===== src/bq_pkg.sv =====
// bq_pkg: shared constants, register codes, operation struct and saturation
// helpers for the biquad filter datapath; no dependencies
package bq_pkg;

   // sample and coefficient formats
   localparam int SAMPLE_BITS    = 24;
   localparam int COEF_FRAC_BITS = 28;
   localparam int COEF_BITS      = 32;
   localparam int STATE_BITS     = 32;
   localparam int NUM_COEFS      = 5;
   localparam int INDEX_BITS     = 3;

   // full product, rounded product and accumulator widths
   localparam int PROD_BITS = 2 * COEF_BITS;
   localparam int RND_BITS  = PROD_BITS - COEF_FRAC_BITS;
   localparam int ACC_BITS  = RND_BITS + 2;

   // configuration register indexes
   localparam logic [INDEX_BITS-1:0] REG_B0 = 3'd0;
   localparam logic [INDEX_BITS-1:0] REG_B1 = 3'd1;
   localparam logic [INDEX_BITS-1:0] REG_B2 = 3'd2;
   localparam logic [INDEX_BITS-1:0] REG_A1 = 3'd3;
   localparam logic [INDEX_BITS-1:0] REG_A2 = 3'd4;

   // control of one multiply-accumulate step
   typedef struct packed {
      logic issue;   // a product enters the unit
      logic first;   // start from the init value instead of the accumulator
      logic negate;  // subtract the rounded product
   } mac_op_type;

   // clamp the accumulator to the state width
   function automatic logic signed [STATE_BITS-1:0] sat_state(
      input logic signed [ACC_BITS-1:0] value
   );
      logic [ACC_BITS-STATE_BITS:0] top;
      top = value[ACC_BITS-1:STATE_BITS-1];
      if ((&top) || !(|top)) begin
         return value[STATE_BITS-1:0];
      end
      return value[ACC_BITS-1] ? {1'b1, {(STATE_BITS-1){1'b0}}}
                               : {1'b0, {(STATE_BITS-1){1'b1}}};
   endfunction

   // clamp the accumulator to the sample width
   function automatic logic signed [SAMPLE_BITS-1:0] sat_sample(
      input logic signed [ACC_BITS-1:0] value
   );
      logic [ACC_BITS-SAMPLE_BITS:0] top;
      top = value[ACC_BITS-1:SAMPLE_BITS-1];
      if ((&top) || !(|top)) begin
         return value[SAMPLE_BITS-1:0];
      end
      return value[ACC_BITS-1] ? {1'b1, {(SAMPLE_BITS-1){1'b0}}}
                               : {1'b0, {(SAMPLE_BITS-1){1'b1}}};
   endfunction

endpackage


===== src/bq_mac.sv =====
// bq_mac: shared multiply-accumulate unit, registered product then rounded
// accumulate; depends on bq_pkg
module bq_mac (
   input  logic                                  clock,
   input  logic                                  reset,
   input  bq_pkg::mac_op_type                    op,
   input  logic signed [bq_pkg::COEF_BITS-1:0]   coef,
   input  logic signed [bq_pkg::STATE_BITS-1:0]  data,
   input  logic signed [bq_pkg::ACC_BITS-1:0]    init,
   output logic signed [bq_pkg::ACC_BITS-1:0]    acc
);

   bq_pkg::mac_op_type                     op_ff;
   logic signed [bq_pkg::PROD_BITS-1:0]    prod_ff, prod_in;
   logic signed [bq_pkg::ACC_BITS-1:0]     init_ff;
   logic signed [bq_pkg::ACC_BITS-1:0]     acc_ff, acc_in;
   logic signed [bq_pkg::ACC_BITS-1:0]     base;
   logic signed [bq_pkg::ACC_BITS-1:0]     term;

   // stage one: full-precision product
   assign prod_in = bq_pkg::PROD_BITS'(coef) * bq_pkg::PROD_BITS'(data);

   // stage two: round half up, then add or subtract
   always_comb begin
      term = bq_pkg::ACC_BITS'($signed(prod_ff[bq_pkg::PROD_BITS-1:bq_pkg::COEF_FRAC_BITS]))
           + bq_pkg::ACC_BITS'({1'b0, prod_ff[bq_pkg::COEF_FRAC_BITS-1]});
      base = op_ff.first ? init_ff : acc_ff;
      if (!op_ff.issue) begin
         acc_in = acc_ff;
      end else if (op_ff.negate) begin
         acc_in = base - term;
      end else begin
         acc_in = base + term;
      end
   end

   always_ff @(posedge clock) begin
      if (reset) begin
         op_ff <= '0;
      end else begin
         op_ff <= op;
      end
      prod_ff <= prod_in;
      init_ff <= init;
      acc_ff  <= acc_in;
   end

   assign acc = acc_ff;

endmodule


===== src/biquad_iir_filter.sv =====
// biquad_iir_filter: direct form II biquad with five Q3.28 coefficients
// The five products go in turn through the single 32x32 multiplier and its rounding
// accumulator. A new request is taken only in the idle state, so each sample retires before
// the next one is accepted, and retiring waits while an earlier response is held.
// Synchronous active-high reset clears coefficients and both delays to zero.
// Depends on bq_pkg and bq_mac.
module biquad_iir_filter (
   input  logic                                   clock,
   input  logic                                   reset,
   input  logic                                   req_valid,
   output logic                                   req_stall,
   input  logic signed [bq_pkg::SAMPLE_BITS-1:0]  req_sample_in,
   output logic                                   rsp_valid,
   input  logic                                   rsp_stall,
   output logic signed [bq_pkg::SAMPLE_BITS-1:0]  rsp_sample_out,
   input  logic                                   csr_write_en,
   input  logic [bq_pkg::INDEX_BITS-1:0]          csr_index,
   input  logic [bq_pkg::COEF_BITS-1:0]           csr_wdata
);

   typedef enum logic [3:0] {
      S_IDLE, S_A1, S_A2, S_W, S_B0, S_B1, S_B2, S_Y, S_OUT
   } state_type;

   state_type                               state_ff;
   logic signed [bq_pkg::COEF_BITS-1:0]     coef_ff [bq_pkg::NUM_COEFS];
   logic signed [bq_pkg::STATE_BITS-1:0]    delay_one_ff, delay_two_ff;
   logic signed [bq_pkg::STATE_BITS-1:0]    w_ff;
   logic signed [bq_pkg::SAMPLE_BITS-1:0]   x_ff;
   logic                                    rsp_valid_ff;
   logic signed [bq_pkg::SAMPLE_BITS-1:0]   rsp_sample_ff;

   bq_pkg::mac_op_type                      mac_op;
   logic signed [bq_pkg::COEF_BITS-1:0]     mac_coef;
   logic signed [bq_pkg::STATE_BITS-1:0]    mac_data;
   logic signed [bq_pkg::ACC_BITS-1:0]      mac_init;
   logic signed [bq_pkg::ACC_BITS-1:0]      mac_acc;
   logic signed [bq_pkg::STATE_BITS-1:0]    w_sat;
   logic                                    req_take;
   logic                                    out_free;

   assign req_stall = (state_ff != S_IDLE);
   assign req_take  = req_valid && !req_stall;
   assign out_free  = !rsp_valid_ff || !rsp_stall;
   assign w_sat     = bq_pkg::sat_state(mac_acc);

   // operand selection for the shared unit
   always_comb begin
      mac_op   = '0;
      mac_coef = coef_ff[bq_pkg::REG_A1];
      mac_data = delay_one_ff;
      mac_init = '0;
      unique case (state_ff)
         S_A1: begin
            mac_op   = '{issue: 1'b1, first: 1'b1, negate: 1'b1};
            mac_coef = coef_ff[bq_pkg::REG_A1];
            mac_data = delay_one_ff;
            mac_init = bq_pkg::ACC_BITS'(x_ff);
         end
         S_A2: begin
            mac_op   = '{issue: 1'b1, first: 1'b0, negate: 1'b1};
            mac_coef = coef_ff[bq_pkg::REG_A2];
            mac_data = delay_two_ff;
         end
         S_B0: begin
            mac_op   = '{issue: 1'b1, first: 1'b1, negate: 1'b0};
            mac_coef = coef_ff[bq_pkg::REG_B0];
            mac_data = w_sat;
         end
         S_B1: begin
            mac_op   = '{issue: 1'b1, first: 1'b0, negate: 1'b0};
            mac_coef = coef_ff[bq_pkg::REG_B1];
            mac_data = delay_one_ff;
         end
         S_B2: begin
            mac_op   = '{issue: 1'b1, first: 1'b0, negate: 1'b0};
            mac_coef = coef_ff[bq_pkg::REG_B2];
            mac_data = delay_two_ff;
         end
         default: begin
            mac_op = '0;
         end
      endcase
   end

   bq_mac u_mac (
      .clock (clock),
      .reset (reset),
      .op    (mac_op),
      .coef  (mac_coef),
      .data  (mac_data),
      .init  (mac_init),
      .acc   (mac_acc)
   );

   // sequencer, state and registered outputs
   always_ff @(posedge clock) begin
      if (reset) begin
         state_ff     <= S_IDLE;
         rsp_valid_ff <= 1'b0;
         delay_one_ff <= '0;
         delay_two_ff <= '0;
         for (int i = 0; i < bq_pkg::NUM_COEFS; i++) begin
            coef_ff[i] <= '0;
         end
      end else begin
         // coefficient writes
         if (csr_write_en) begin
            unique case (csr_index)
               bq_pkg::REG_B0: coef_ff[bq_pkg::REG_B0] <= csr_wdata;
               bq_pkg::REG_B1: coef_ff[bq_pkg::REG_B1] <= csr_wdata;
               bq_pkg::REG_B2: coef_ff[bq_pkg::REG_B2] <= csr_wdata;
               bq_pkg::REG_A1: coef_ff[bq_pkg::REG_A1] <= csr_wdata;
               bq_pkg::REG_A2: coef_ff[bq_pkg::REG_A2] <= csr_wdata;
               default: ;
            endcase
         end

         // response taken and no new one retiring
         if (rsp_valid_ff && !rsp_stall && (state_ff != S_OUT)) begin
            rsp_valid_ff <= 1'b0;
         end

         unique case (state_ff)
            S_IDLE: begin
               if (req_take) begin
                  x_ff     <= req_sample_in;
                  state_ff <= S_A1;
               end
            end
            S_A1: state_ff <= S_A2;
            S_A2: state_ff <= S_W;
            S_W:  state_ff <= S_B0;
            S_B0: begin
               // accumulator now holds the feedback sum
               w_ff     <= w_sat;
               state_ff <= S_B1;
            end
            S_B1: state_ff <= S_B2;
            S_B2: state_ff <= S_Y;
            S_Y:  state_ff <= S_OUT;
            S_OUT: begin
               // wait for the output register, then retire the transaction
               if (out_free) begin
                  rsp_sample_ff <= bq_pkg::sat_sample(mac_acc);
                  rsp_valid_ff  <= 1'b1;
                  delay_two_ff  <= delay_one_ff;
                  delay_one_ff  <= w_ff;
                  state_ff      <= S_IDLE;
               end
            end
            default: state_ff <= S_IDLE;
         endcase
      end
   end

   assign rsp_valid      = rsp_valid_ff;
   assign rsp_sample_out = rsp_sample_ff;

   // a response only appears when a transaction retires
   a_rsp_from_out: assert property (@(posedge clock) disable iff (reset)
      $rose(rsp_valid_ff) |-> $past(state_ff == S_OUT))
      else $error("response raised outside retire step");

   // an accepted request starts the sequence
   a_take_starts: assert property (@(posedge clock) disable iff (reset)
      req_take |=> (state_ff == S_A1))
      else $error("accepted request did not start sequence");

   // retiring shifts the delay pair
   a_delay_shift: assert property (@(posedge clock) disable iff (reset)
      (state_ff == S_OUT && out_free) |=>
         (delay_two_ff == $past(delay_one_ff) && delay_one_ff == $past(w_ff)))
      else $error("delay pair not shifted on retire");

   // a held response is not overwritten
   a_rsp_hold: assert property (@(posedge clock) disable iff (reset)
      (rsp_valid_ff && rsp_stall) |=> (rsp_valid_ff && $stable(rsp_sample_ff)))
      else $error("stalled response changed");

endmodule


===== config.mk =====
export PLATFORM = sky130hd
export DESIGN_NAME = biquad_iir_filter
export DESIGN_NICKNAME = d
export VERILOG_FILES = /design/src/bq_pkg.sv /design/src/bq_mac.sv /design/src/biquad_iir_filter.sv
export SDC_FILE = /design/constraint.sdc
export NUM_CORES = 2
export LEC_CHECK = 0
export BUFFER_PORTS_ARGS = -buffer_cell sky130_fd_sc_hd__buf_4
export CAP_MARGIN = 20
export CORE_ASPECT_RATIO = 2
export CORE_MARGIN = 10
export CORE_UTILIZATION = 47
export DETAILED_ROUTE_END_ITERATION = 10
export GPL_ROUTABILITY_DRIVEN = 0
export SLEW_MARGIN = 20
export SYNTH_ARGS = -nofsm -noshare
export SYNTH_HDL_FRONTEND = slang
export SYNTH_SLANG_ARGS = --single-unit

===== constraint.sdc =====
create_clock -name clock -period 27.9 [get_ports clock]
set_input_delay 5.58 -clock clock [delete_from_list [all_inputs] [get_ports clock]]
set_output_delay 5.58 -clock clock [all_outputs]
set_load 0.02 [all_outputs]

# Word level (Yosys, flattened, before mapping)
# Memory sizes are Yosys's and may differ from the RTL's.
# Cells that the tools add are included.
# classes
addsub	3
multipliers	1
n_div	0
magnitude_cmp	0
n_eq_ne	15
shift	0
mux	49
n_bitwise	6
reduce_logical	25
# op_table
operator	count
two-way mux 32 bit	8
case mux 32 bit (4 select lines)	1
two-way mux 38 bit	2
two-way mux 24 bit	3
multiplier 32 x 32 -> 64 bit	1
case mux 32 bit (2 select lines)	1
adder 38 bit	1
subtractor 38 bit	1
adder 36 x 2 -> 37 bit	1
case mux 4 bit (9 select lines)	1
two-way mux 1 bit	30
equality test 4 x 3 -> 1 bit, second input constant	4
AND reduction 15 bit	1
OR reduction 15 bit	1
case mux 3 bit (4 select lines)	1
equality test 4 x 2 -> 1 bit, second input constant	2
two-way mux 4 bit	2
AND reduction 7 bit	1
OR reduction 7 bit	1
equality test 3 x 2 -> 1 bit, second input constant	2
AND reduction 2 bit	3
AND reduction 3 bit	2
zero test 1 bit	5
bitwise OR 1 bit	5
13 further kinds	19
# totals
regBits	278
latch_bits	0
mem_bits_rw	160
romBits	0
in_bits	64
out_inout_bits	26
memories	1
# mem_list
name	depth	word_bits	read_ports	rd_clocked_by_memory_dff	write_ports	line_no	text
coef_ff	5	32	5	0	5	biquad_iir_filter.sv:26	logic signed [bq_pkg::COEF_BITS-1:0] coef_ff [bq_pkg::NUM_COEFS];

# Longest topological paths before layout
# depth
depth_word	8
mapped_depth	36
mapped_depth_nobuf	32

# Hierarchy
# Synthesis repeated with hierarchy kept, for this count alone.
# hier_totals
cells_unflattened	5529
area_unflattened_um2	54876.4
# by_module_without_submodules
mod	instances	cells_per_inst	area_per_inst_um2	seq_area_each_um2
bq_mac	1	4529	42523.3	2702.6
biquad_iir_filter	1	1000	12353.1	8588.2

# Worst setup path after synthesis
# No wires, ideal clock.
# synth_timing
kind	reg-to-reg
from	register u_mac.acc_ff (netlist bit u_mac.acc[33])
to	register u_mac.prod_ff[62] (netlist name)
arrival_time_ns	9.444
required_ns	27.781
slack_ns	18.336
stages_incl_launch_ff	33
n_path_buf	3
period_less_slack_ns	9.564
cell_sequence	edfxtp_1 -> or4_1 -> or4_4 -> nand2_1 -> clkbuf_1 -> buf_1 -> a21oi_1 -> o21ai_1 -> clkbuf_1 -> nand2_1 -> inv_1 -> fa_1 -> fa_1 -> fa_1 -> fa_1 -> inv_1 -> fa_1 -> inv_1 -> fa_1 -> inv_1 -> fa_1 -> inv_1 -> fa_1 -> ha_1 -> a21o_1 -> a21o_1 -> a21o_1 -> a21oi_1 -> nor2_1 -> nor3_1 -> a21o_1 -> nand3b_1 -> xor2_1
# synth_via
elab_chain_len	7
elab_cells_between_ends	8
classes_between	mul (1); mux (3); reduce/logical (4)
# synth_lines
element	line_no	text
start: declaration	bq_mac.sv:16	logic signed [bq_pkg::ACC_BITS-1:0] acc_ff, acc_in;
start signal: assignment	bq_mac.sv:45	acc_ff <= acc_in;
OR reduction 7 bit	bq_pkg.sv:38	if ((&top) || !(|top)) begin
zero test 1 bit	bq_pkg.sv:38	
logical OR 1 bit *	bq_pkg.sv:38	
two-way mux 1 bit *	bq_pkg.sv:38	
two-way mux 32 bit *	bq_pkg.sv:41	return value[ACC_BITS-1] ? {1'b1, {(STATE_BITS-1){1'b0}}}
case mux 32 bit (2 select lines) *	biquad_iir_filter.sv:53	unique case (state_ff)
multiplier 32 x 32 -> 64 bit *	bq_mac.sv:21	assign prod_in = bq_pkg::PROD_BITS'(coef) * bq_pkg::PROD_BITS'(data);
net u_mac.prod_in (one bit)	bq_mac.sv:14	logic signed [bq_pkg::PROD_BITS-1:0] prod_ff, prod_in;
end signal: assignment	bq_mac.sv:43	prod_ff <= prod_in;
end: declaration	bq_mac.sv:14	
# Mark *: on every way through the listed nets, which the timed path passes. The rest lies on a longest branch.
# A chain may end at the register's enable or synchronous reset.

# Worst setup path in the final report
# layout_timing
from	register state_ff[1]
to	register u_mac.prod_ff[63] (netlist name)
# layout_via
elab_chain_len	4
elab_cells_between_ends	8
classes_between	mul (1); eq/ne (4); mux (2); reduce/logical (1)
# layout_lines
element	line_no	text
start: declaration	biquad_iir_filter.sv:25	state_type state_ff;
start signal: assignment	biquad_iir_filter.sv:99	state_ff <= S_IDLE;
start signal: assignment	biquad_iir_filter.sv:128	state_ff <= S_A1;
start signal: assignment	biquad_iir_filter.sv:131	S_A1: state_ff <= S_A2;
equality test 4 x 3 -> 1 bit / equality test 4 x 2 -> 1 bit (equally long branches)	biquad_iir_filter.sv:53	
OR reduction 2 bit (no line)	n/a	
case mux 32 bit (2 select lines)	biquad_iir_filter.sv:53	
multiplier 32 x 32 -> 64 bit *	bq_mac.sv:21	
net u_mac.prod_in (one bit)	bq_mac.sv:14	
# Marks and branches as above.

==> run summary <==
Status - complete, no violations
Worst min path class - flop to flop
Tot GR Track Use - 31.0%
Worst hold margin - 450 ps
Unrepaired setup endpoints after global routing - false
Iteration-0 DRC Markers - 3437
CP Max Fanout - 52
Layout area overhead - 7.47%
CTS Hold Buffers Added - 0
Seq/Total Area, Yosys - 20.5%
Post-CTS setup buffer count - 0
Vias - 41322
Final-stage net count - 6950
Commonest cells after routing, fill and taps aside - 1082 x inv_1, 1082 x fa_1, 705 x nand2_1, 598 x nor2_1, 278 x edfxtp_1
Minimum clock period - 11070 ps
Syn_area_per_cell - 9.59 µm²
DRT Pass-1 Iters - 7
Post-DP HPWL - 149000 µm
Root Buffer - clkbuf_16
Clock Skews - 30.2 ps
Final period utilization - 39.7%
Port Buf Inserts - 89
CP Launch Type - flop
Overall routed net length - 197000 µm
YS warnings - 0
Clock sink total - 411
CORE AREA - 0.114 mm²
DRT antenna net count - 0
Num CTS Buffers - 35
Post-route setup TNS - 0 ps
F_max - 90.4 MHz
Deepest clock path buffer count - 3
DR WL/cell - 27.6 µm
# fillers - 10532
Pwr/cell area - 52.0 mW/mm²
Main synth FF type - edfxtp_1
Initial antenna violation count - 8
Most common cell on crit path - fa_1
Initial Utilization - 47.2%
CTS H-tree lvls - 2
PnR Total Power - 3.00 mW
Critical Path Sink Type - flop
Hold Fails Final Rpt - 0
Yosys reg bits - 411
Relative slew slack - 17.7%
Post-synth cell types - 80
Arrival @ worst endpoint - 11530 ps
Slowest cell on the critical path - fa_1
Synthesized cell area - 0.0537 mm²
Static Leak - 26.7 nW
Worst path max stage delay - 710 ps
DR DRC count - 0
Die area - 0.129 mm²
Async set-reset flop share out of synthesis - 0%
Post-synth EDFFs - 278
Number of global-route vias before repair - 44903
First-pass GRT wire length - 288000 µm
Post-Syn Instances - 5596
Share of cells above drive strength 1 - 6.97%
Worst-Skew Late Latency - 580 ps
Vert. Die Dim - 498 µm
Slew Viols, Final - 0
Synthesized Nets - 6962
Kind of critical path - flop to flop
Clock slew at reported path FFs - 70 ps
Top Ports - 90
Post-CTS sizing - 0
Core Rows - 175
Required time of the worst setup path - 28370 ps
TritonCTS clock tree - built
Die X - 259 µm
Placed cell area - 0.0566 mm²
Placed insts - 7048
Largest net degree at the start of global routing - 66
Setup violators final - 0
Actual slew at the worst max-slew pin - 1220 ps
Drt via density - 5.80
Cell Count, Final, Fillers Out - 7120
Total congestion overflow - 0
Max-cap viol count - 0
Peak VDD IR - 66.8 µV
Design Area, Final - 0.0577 mm²
## worst max-delay path: cells and delay by family (launching register included)
| kind | cells | cell delay (ps) |
|---|---|---|
| buf+inv | 8 | 2070 |
| simple gates | 7 | 1290 |
| fa+ha+maj | 9 | 4870 |
| compound gates | 8 | 2150 |
| flops | 1 | 420 |
## layer usage
| metal | share of wire (%) | track usage [%] |
|---|---|---|
| met4 | 11 | 28.0 |
| met3 | 8.6 | 7.60 |
| met2 | 51 | 54.0 |
| met1 | 29 | 29.8 |
| met5 | 0.020 | 0 |
## registers in the layout, indices dropped and copies added, names as in the netlist, 24 cells and up
register        cells
x_ff               24
u_mac.init_ff      24
u_mac.acc          38
rsp_sample_out     24
delay_one_ff       32
u_mac.prod_ff      37
delay_two_ff       32
w_ff               32
coef_ff           160
## final cells by class
class | instances | area [µm²] | area share, %
timing repair buffer | 231 | 1760 | 3.05
clock buffer | 48 | 946 | 1.64
sequential | 411 | 11000 | 19.1
clock inverter | 15 | 131 | 0.228
antenna | 6 | 15.0 | 0.0260
multi-input combinational | 3822 | 37900 | 65.7
inverter | 1083 | 4070 | 7.05
tap | 1504 | 1880 | 3.26
## synthesized netlist by cell type (14+ instances only)
| cell | count | area share, % |
|---|---|---|
| nor2b_1 | 20 | 0.23 |
| nand2_1 | 707 | 4.9 |
| fa_1 | 1082 | 40 |
| dfxtp_1 | 133 | 5.0 |
| ha_1 | 220 | 5.1 |
| nand2b_1 | 25 | 0.29 |
| a31oi_1 | 14 | 0.16 |
| nor3_1 | 36 | 0.34 |
| o21ai_0 | 124 | 1.2 |
| inv_1 | 1082 | 7.6 |
| o21bai_1 | 19 | 0.27 |
| a21oi_1 | 209 | 1.9 |
| a22oi_1 | 87 | 1.2 |
| xor2_1 | 56 | 0.91 |
| nor4_1 | 15 | 0.17 |
| o21a_1 | 64 | 0.89 |
| and3_1 | 38 | 0.44 |
| edfxtp_1 | 278 | 16 |
| mux2_2 | 35 | 0.73 |
| o21ai_1 | 38 | 0.35 |
| xnor2_1 | 94 | 1.5 |
| a21o_1 | 55 | 0.77 |
| buf_1 | 16 | 0.11 |
| nand4_1 | 28 | 0.33 |
| nor2_1 | 602 | 4.2 |
| nand3_1 | 42 | 0.39 |
| and2_1 | 51 | 0.59 |
| clkbuf_1 | 262 | 1.8 |
## worst paths after layout
check,slack [ps],from,endpoint,cells after the start
max,16830,state_ff[1]$_SDFFE_PP0P_,u_mac.prod_ff[63]$_DFF_P_,32
min,450,delay_two_ff[0]$_SDFFE_PP0P_,delay_two_ff[0]$_SDFFE_PP0P_,2
max reg2reg,16830,state_ff[1]$_SDFFE_PP0P_,u_mac.prod_ff[63]$_DFF_P_,32
min reg2reg,450,delay_two_ff[0]$_SDFFE_PP0P_,delay_two_ff[0]$_SDFFE_PP0P_,2
## logic make-up after synthesis
group / synth area share [%]
compound gates: 8.32
flops: 20.5
buf+inv: 9.53
xor+xnor: 2.45
fa+ha+maj: 45.5
simple gates: 12.9
mux: 0.846
## through the flow
step	utilization (%)	worst slack (ps)
final	50.8	16830
after global routing	50.8	16490
after CTS	50.7	17060
after detailed placement	49.8	17160
after global placement	49.8	17170
after floorplan	-	18340
## power breakdown
group          internal, mW  total [mW]  switching (mW)
registers             0.775       0.852          0.0765
logic                 0.576        1.66            1.09
clock network         0.251       0.485           0.234
(Power assumes the default switching activity.)
